[src/hdl/mandel_pkg.sv]
package mandel_pkg;

  // Number format: signed fixed point words with FRAC_BITS fraction bits.
  localparam int WORD_BITS  = 32;
  localparam int WIDE_BITS  = 2 * WORD_BITS;
  localparam int FRAC_BITS  = 28;
  localparam int COUNT_BITS = 16;
  localparam int INDEX_BITS = 12;

  // Column or row index times a step: unsigned index with a sign bit added.
  localparam int MAP_BITS = INDEX_BITS + 1 + WORD_BITS;

  // Escape threshold 4.0 squared into the product scale. When it does not fit
  // below the sign bit of the wide word, no point can escape.
  localparam bit REACHABLE = (2 * FRAC_BITS + 2) <= (WIDE_BITS - 1);
  localparam logic [WIDE_BITS-1:0] ESC_LIMIT =
    REACHABLE ? (WIDE_BITS'(1) << (2 * FRAC_BITS + 2)) : '0;

  localparam logic signed [WIDE_BITS-1:0] WORD_MAX_W =
    (WIDE_BITS'(1) << (WORD_BITS - 1)) - WIDE_BITS'(1);
  localparam logic signed [WIDE_BITS-1:0] WORD_MIN_W = -WORD_MAX_W - WIDE_BITS'(1);

  // Configuration register indexes.
  localparam int CFG_IDX_BITS = 3;
  localparam logic [CFG_IDX_BITS-1:0] CFG_X_START  = 3'd0;
  localparam logic [CFG_IDX_BITS-1:0] CFG_Y_START  = 3'd1;
  localparam logic [CFG_IDX_BITS-1:0] CFG_X_STEP   = 3'd2;
  localparam logic [CFG_IDX_BITS-1:0] CFG_Y_STEP   = 3'd3;
  localparam logic [CFG_IDX_BITS-1:0] CFG_MAX_ITER = 3'd4;

  // Register values after reset.
  localparam logic signed [WORD_BITS-1:0] X_START_RST  = -32'sd872415232;
  localparam logic signed [WORD_BITS-1:0] Y_START_RST  = -32'sd447392427;
  localparam logic signed [WORD_BITS-1:0] X_STEP_RST   = 32'sd2684355;
  localparam logic signed [WORD_BITS-1:0] Y_STEP_RST   = 32'sd3728270;
  localparam logic [COUNT_BITS-1:0]       MAX_ITER_RST = 16'd500;

  // Commands from the controller to the datapath.
  typedef struct packed {
    logic load_pix;  // capture the pixel indexes
    logic map_mul;   // index times step
    logic map_add;   // add start, saturate to c, clear z and the count
    logic square;    // form zr*zr, zi*zi and zr*zi
    logic step;      // z = z^2 + c, count up
    logic load_out;  // move the result into the output register
  } cmd_t;

  // Status from the datapath to the controller.
  typedef struct packed {
    logic escape;     // |z|^2 reached the threshold
    logic limit_hit;  // count reached max_iter
  } sts_t;

  function automatic logic signed [WORD_BITS-1:0] sat_word(
    input logic signed [WIDE_BITS-1:0] v
  );
    logic signed [WORD_BITS-1:0] res;
    if (v > WORD_MAX_W) begin
      res = WORD_MAX_W[WORD_BITS-1:0];
    end else if (v < WORD_MIN_W) begin
      res = WORD_MIN_W[WORD_BITS-1:0];
    end else begin
      res = v[WORD_BITS-1:0];
    end
    return res;
  endfunction

endpackage

[src/hdl/mandel_ctrl.sv]
module mandel_ctrl import mandel_pkg::*; (
  input  logic clk,
  input  logic rst_n,
  input  logic in_valid,
  output logic in_stall,
  output logic out_valid,
  input  logic out_stall,
  input  sts_t sts,
  output cmd_t cmd
);

  typedef enum logic [2:0] {
    S_IDLE,
    S_MAP_MUL,
    S_MAP_ADD,
    S_SQUARE,
    S_TEST
  } state_t;

  state_t state_r, state_nxt;
  logic   out_valid_r, out_valid_nxt;

  always_comb begin
    state_nxt     = state_r;
    out_valid_nxt = out_valid_r;
    cmd           = '0;
    if (out_valid_r && !out_stall) begin
      out_valid_nxt = 1'b0;
    end
    case (state_r)
      S_IDLE: begin
        if (in_valid) begin
          cmd.load_pix = 1'b1;
          state_nxt    = S_MAP_MUL;
        end
      end
      S_MAP_MUL: begin
        cmd.map_mul = 1'b1;
        state_nxt   = S_MAP_ADD;
      end
      S_MAP_ADD: begin
        cmd.map_add = 1'b1;
        state_nxt   = S_SQUARE;
      end
      S_SQUARE: begin
        cmd.square = 1'b1;
        state_nxt  = S_TEST;
      end
      S_TEST: begin
        if (sts.escape || sts.limit_hit) begin
          // Finished; wait here while the output register holds a word that is stalled.
          if (!out_valid_r || !out_stall) begin
            cmd.load_out  = 1'b1;
            out_valid_nxt = 1'b1;
            state_nxt     = S_IDLE;
          end
        end else begin
          cmd.step  = 1'b1;
          state_nxt = S_SQUARE;
        end
      end
      default: begin
        state_nxt = S_IDLE;
      end
    endcase
  end

  always_ff @(posedge clk) begin
    if (!rst_n) begin
      state_r     <= S_IDLE;
      out_valid_r <= 1'b0;
    end else begin
      state_r     <= state_nxt;
      out_valid_r <= out_valid_nxt;
    end
  end

  assign in_stall  = (state_r != S_IDLE);
  assign out_valid = out_valid_r;

endmodule

[config.mk]
export PLATFORM = sky130hd
export DESIGN_NAME = mandel_ctrl
export DESIGN_NICKNAME = d
export VERILOG_FILES = /design/src/hdl/mandel_pkg.sv /design/src/hdl/mandel_ctrl.sv
export SDC_FILE = /design/constraint.sdc
export NUM_CORES = 1
export LEC_CHECK = 0
export BUFFER_PORTS_ARGS = -buffer_cell sky130_fd_sc_hd__buf_2
export CORE_AREA = 5 5 42 44
export CTS_BUF_LIST = sky130_fd_sc_hd__clkbuf_4 sky130_fd_sc_hd__clkbuf_8
export DETAILED_ROUTE_END_ITERATION = 6
export DIE_AREA = 0 0 47 49
export GPL_TIMING_DRIVEN = 0
export PLACE_DENSITY = 0.4
export SLEW_MARGIN = 20
export SYNTH_ARGS = -nofsm -noshare
export SYNTH_HDL_FRONTEND = slang
export SYNTH_SLANG_ARGS = --single-unit
[constraint.sdc]
create_clock -name clk -period 3.7 [get_ports clk]
set_clock_uncertainty 0.05 [all_clocks]
set_input_delay 0.74 -clock clk [delete_from_list [all_inputs] [get_ports clk]]
set_output_delay 0.74 -clock clk [all_outputs]
set_load 0.05 [all_outputs]
==> results.txt <==
----------------------------------------------------
[Clock tree]
  Clk sinks ... 4
  Post-CTS clock slew at the launch and capture registers of the worst setup and hold paths ... 0.04 ns
  Root buffer cell ... clkbuf_4
  Number of buffers added by the clock tree synthesis step ... 3
  TritonCTS clock tree ... done
  Number of instances resized during post-cts repair ... 0
  Hold-fix buffers, CTS ... 0
  Number of H-tree branching levels ... 1
  Worst skew pair latency ... between 0.2 and 0.25 ns
  Maximum number of buffers from clock root to sink ... 2
  Post-CTS Setup Bufs ... 0

[STA]
  Final hold violation count ... 0
  Unrepaired setup endpoints after global routing ... false
  Slew Limit Headroom ... between 80% and 90%
  Min setup slack post-route ... 1.339 ns
  Transition time at the pin with the least slew margin ... 0.2688 ns
  Maximum clock rate ... 0.4235 GHz
  Aggregate negative setup slack ... 0 ns
  Final count of negative-setup-slack endpoints ... 0
  Final slew viol count ... 0
  Tightest hold margin ... 0.4570 ns
  Clock period minus final worst setup slack ... 2.361 ns
  Crit share post-route ... 63.82%

[Power]
  Pwr Density ... between 400 and 500 nW/um2
  Clk pwr share ... 36.2%
  Switching power summed over all nets ... 51.01 uW
  Maximum resistive drop on vdd ... 0.0001972 V
  Static leakage power ... 0.1650 nW
  Power share of the sequential group ... 33.3%
  Cell internal power dissipation ... 94.58 uW
  Tot Pwr ... 145.6 uW
  Switching share of power ... a little over a third
  Comb power frac ... between 30% and 40%

[Routing]
  Via-per-instance ratio ... approximately 4.6
  Antenna Nets Post-Route ... 0
  Total DRC errors in the routed layout ... 0
  Vias ... 281
  Number of DRC violations after detailed-routing iteration 0 ... 2
  Number of detailed-route iterations in the first pass ... 2
  Total Routed Length ... 662 um
  Per-cell routed wire length ... roughly 11 um

[Logic synthesis]
  Average instance area after synthesis ... around 8.6 um2
  Post-synth cell types ... 23
  Total of warnings raised by yosys ... 0
  Number of flip-flops and latches in the synthesized netlist ... 4
  Sequential element share of the synthesized area ... 32.16%
  Post-synth net total ... 35
  Mapped cell area ... 249.0 um2
  Number of instances in the synthesized netlist ... 29

[GRT]
  Via count of the first global-routing pass ... 236
  Pin count of the biggest net entering global routing ... 11
  Remaining global-route overflow ... 0
  Total global routing track utilization ... 5.771%
  Wire length of the first global-routing pass ... approximately 950 um
  Number of antenna violations at the first check in global routing ... 0

[Final layout]
  Non-filler cells, final ... slightly above 60
  Fraction of layout cells with a size suffix above 1 ... 40.00%
  Count of inserted antenna diode cells ... 0
  # nets final ... 53
  Synthesis-to-layout area growth ... 43.22%

[Placement]
  Number of cells after detailed placement ... 58
  Post-placement setup slack ... between 1.5 and 2 ns
  Global placer's final weighted congestion ... just under 0.7
  Total of buffers placed on input and output ports ... 13

[Flow run]
  Max-capacitance violation count ... 0

[Floorplanning]
  Initial core utilization ... 17.77%
  Die height ... 49 um
  Area of the core region ... 1401 um2
  Ports ... 14
  Number of rows created at floorplan ... 14
  Die outline area ... about 2300 um2
  Horizontal die dimension ... between 40 and 50 um

[Worst setup path]
  Startpoint Class ... register
  Setup slack, reg-to-reg ... 2.51 ns
  Critical setup path kind ... reg -> out
  Signal arrival time at the worst endpoint ... approximately 1.6 ns
  CP required ... 2.91 ns
  Setup crit end kind ... output pin
  Biggest fanout along the worst timing path ... 10

[Hold path]
  Path category of the worst min-delay check ... reg -> reg

[Run status]
  Outcome ... completed

----------------------------------------------------
## per-stage QoR
stage	instance area (um2)	utilization, %
6_report	356.6	25.45
5_1_grt	356.6	25.45
4_1_cts	356.6	25.45
3_5_place_dp	334.1	23.84
3_3_place_gp	334.1	23.84
2_1_floorplan	249.0	-
## critical path: stages, from the launching register on
cell,delay (ns)
dfxtp_1,0.46
or3b_1,0.44
a211oi_2,0.15
buf_2,0.28
## registers in the layout, indices dropped and copies added (netlist names)
signal and flops:
out_valid 1, state_r 3
## path summary, 6_finish.rpt
check,depth (start not counted),end,from
setup / recovery,3,cmd[0],state_r[2]$_SDFFE_PN0P_
hold / removal,2,out_valid$_SDFF_PN0_,out_valid$_SDFF_PN0_
setup reg to reg,2,state_r[0]$_SDFFE_PN0P_,state_r[2]$_SDFFE_PN0P_
hold reg to reg,2,out_valid$_SDFF_PN0_,out_valid$_SDFF_PN0_
## power groups by stage
stage	registers, mW	logic [mW]	clock network, mW
2_1_floorplan	0.0487	0.0327	0
3_3_place_gp	0.0493	0.0449	0
3_5_place_dp	0.0492	0.0449	0
4_1_cts	0.0485	0.0450	0.0556
5_1_grt	0.0489	0.0470	0.0592
6_report	0.0485	0.0444	0.0526
## cell type report
cell class	instances	area, um2
multi-input cells	23	160.2
repair buffers	13	65.06
inverters	1	3.754
flip-flops and latches	4	80.08
plain buffers	1	5.005
clock buffers	3	22.52
well taps	16	20.02
fillers	175	1045
## cell usage after synthesis
cell type / instances / share of area, %
dfxtp_1: 4 / 32
nand4b_1: 2 / 7.0
nor2_1: 2 / 3.0
o21ai_0: 2 / 4.0
a211oi_2: 1 / 5.0
a21oi_1: 1 / 2.0
and2_1: 1 / 2.5
and2b_1: 1 / 3.0
buf_2: 1 / 2.0
inv_1: 1 / 1.5
nand2b_1: 1 / 2.5
nand3_1: 1 / 2.0
nor2b_1: 1 / 2.5
nor3_1: 1 / 2.0
nor3b_1: 1 / 3.0
nor4b_1: 1 / 3.5
o21ai_1: 1 / 2.0
o21bai_1: 1 / 3.0
o311a_1: 1 / 4.0
o31ai_1: 1 / 3.0
or3_1: 1 / 2.5
or3b_1: 1 / 3.5
or4b_1: 1 / 4.0
## layout by cell type (no fill, tap or decap)
cell type	synthesis	final
a211oi_2	1	1
a21oi_1	1	1
and2_1	1	1
and2b_1	1	1
buf_2	1	14
clkbuf_4	0	3
dfxtp_1	4	4
inv_1	1	1
nand2b_1	1	1
nand3_1	1	1
nand4b_1	2	2
nor2_1	2	2
nor2b_1	1	1
nor3_1	1	1
nor3b_1	1	1
nor4b_1	1	1
o21ai_0	2	2
o21ai_1	1	1
o21bai_1	1	1
o311a_1	1	1
o31ai_1	1	1
or3_1	1	1
or3b_1	1	1
or4b_1	1	1
## logic make-up after synthesis
logic type,share of synthesized area (%)
AND/OR/NAND/NOR,41.21
AO/OA/AOI/OAI,23.11
flip-flops,32.16
buffers and inverters,3.514
## metal layers
metal | wire length, um | global-route usage (%) | up-vias
met5 | 0 | 0 | -
met1 | 300 | 6.579 | 126
met2 | 298 | 8.145 | 10
li1 | - | - | 145
met4 | 0 | 0 | 0
met3 | 63 | 5.904 | 0
Power figures use the tool's default switching activity.
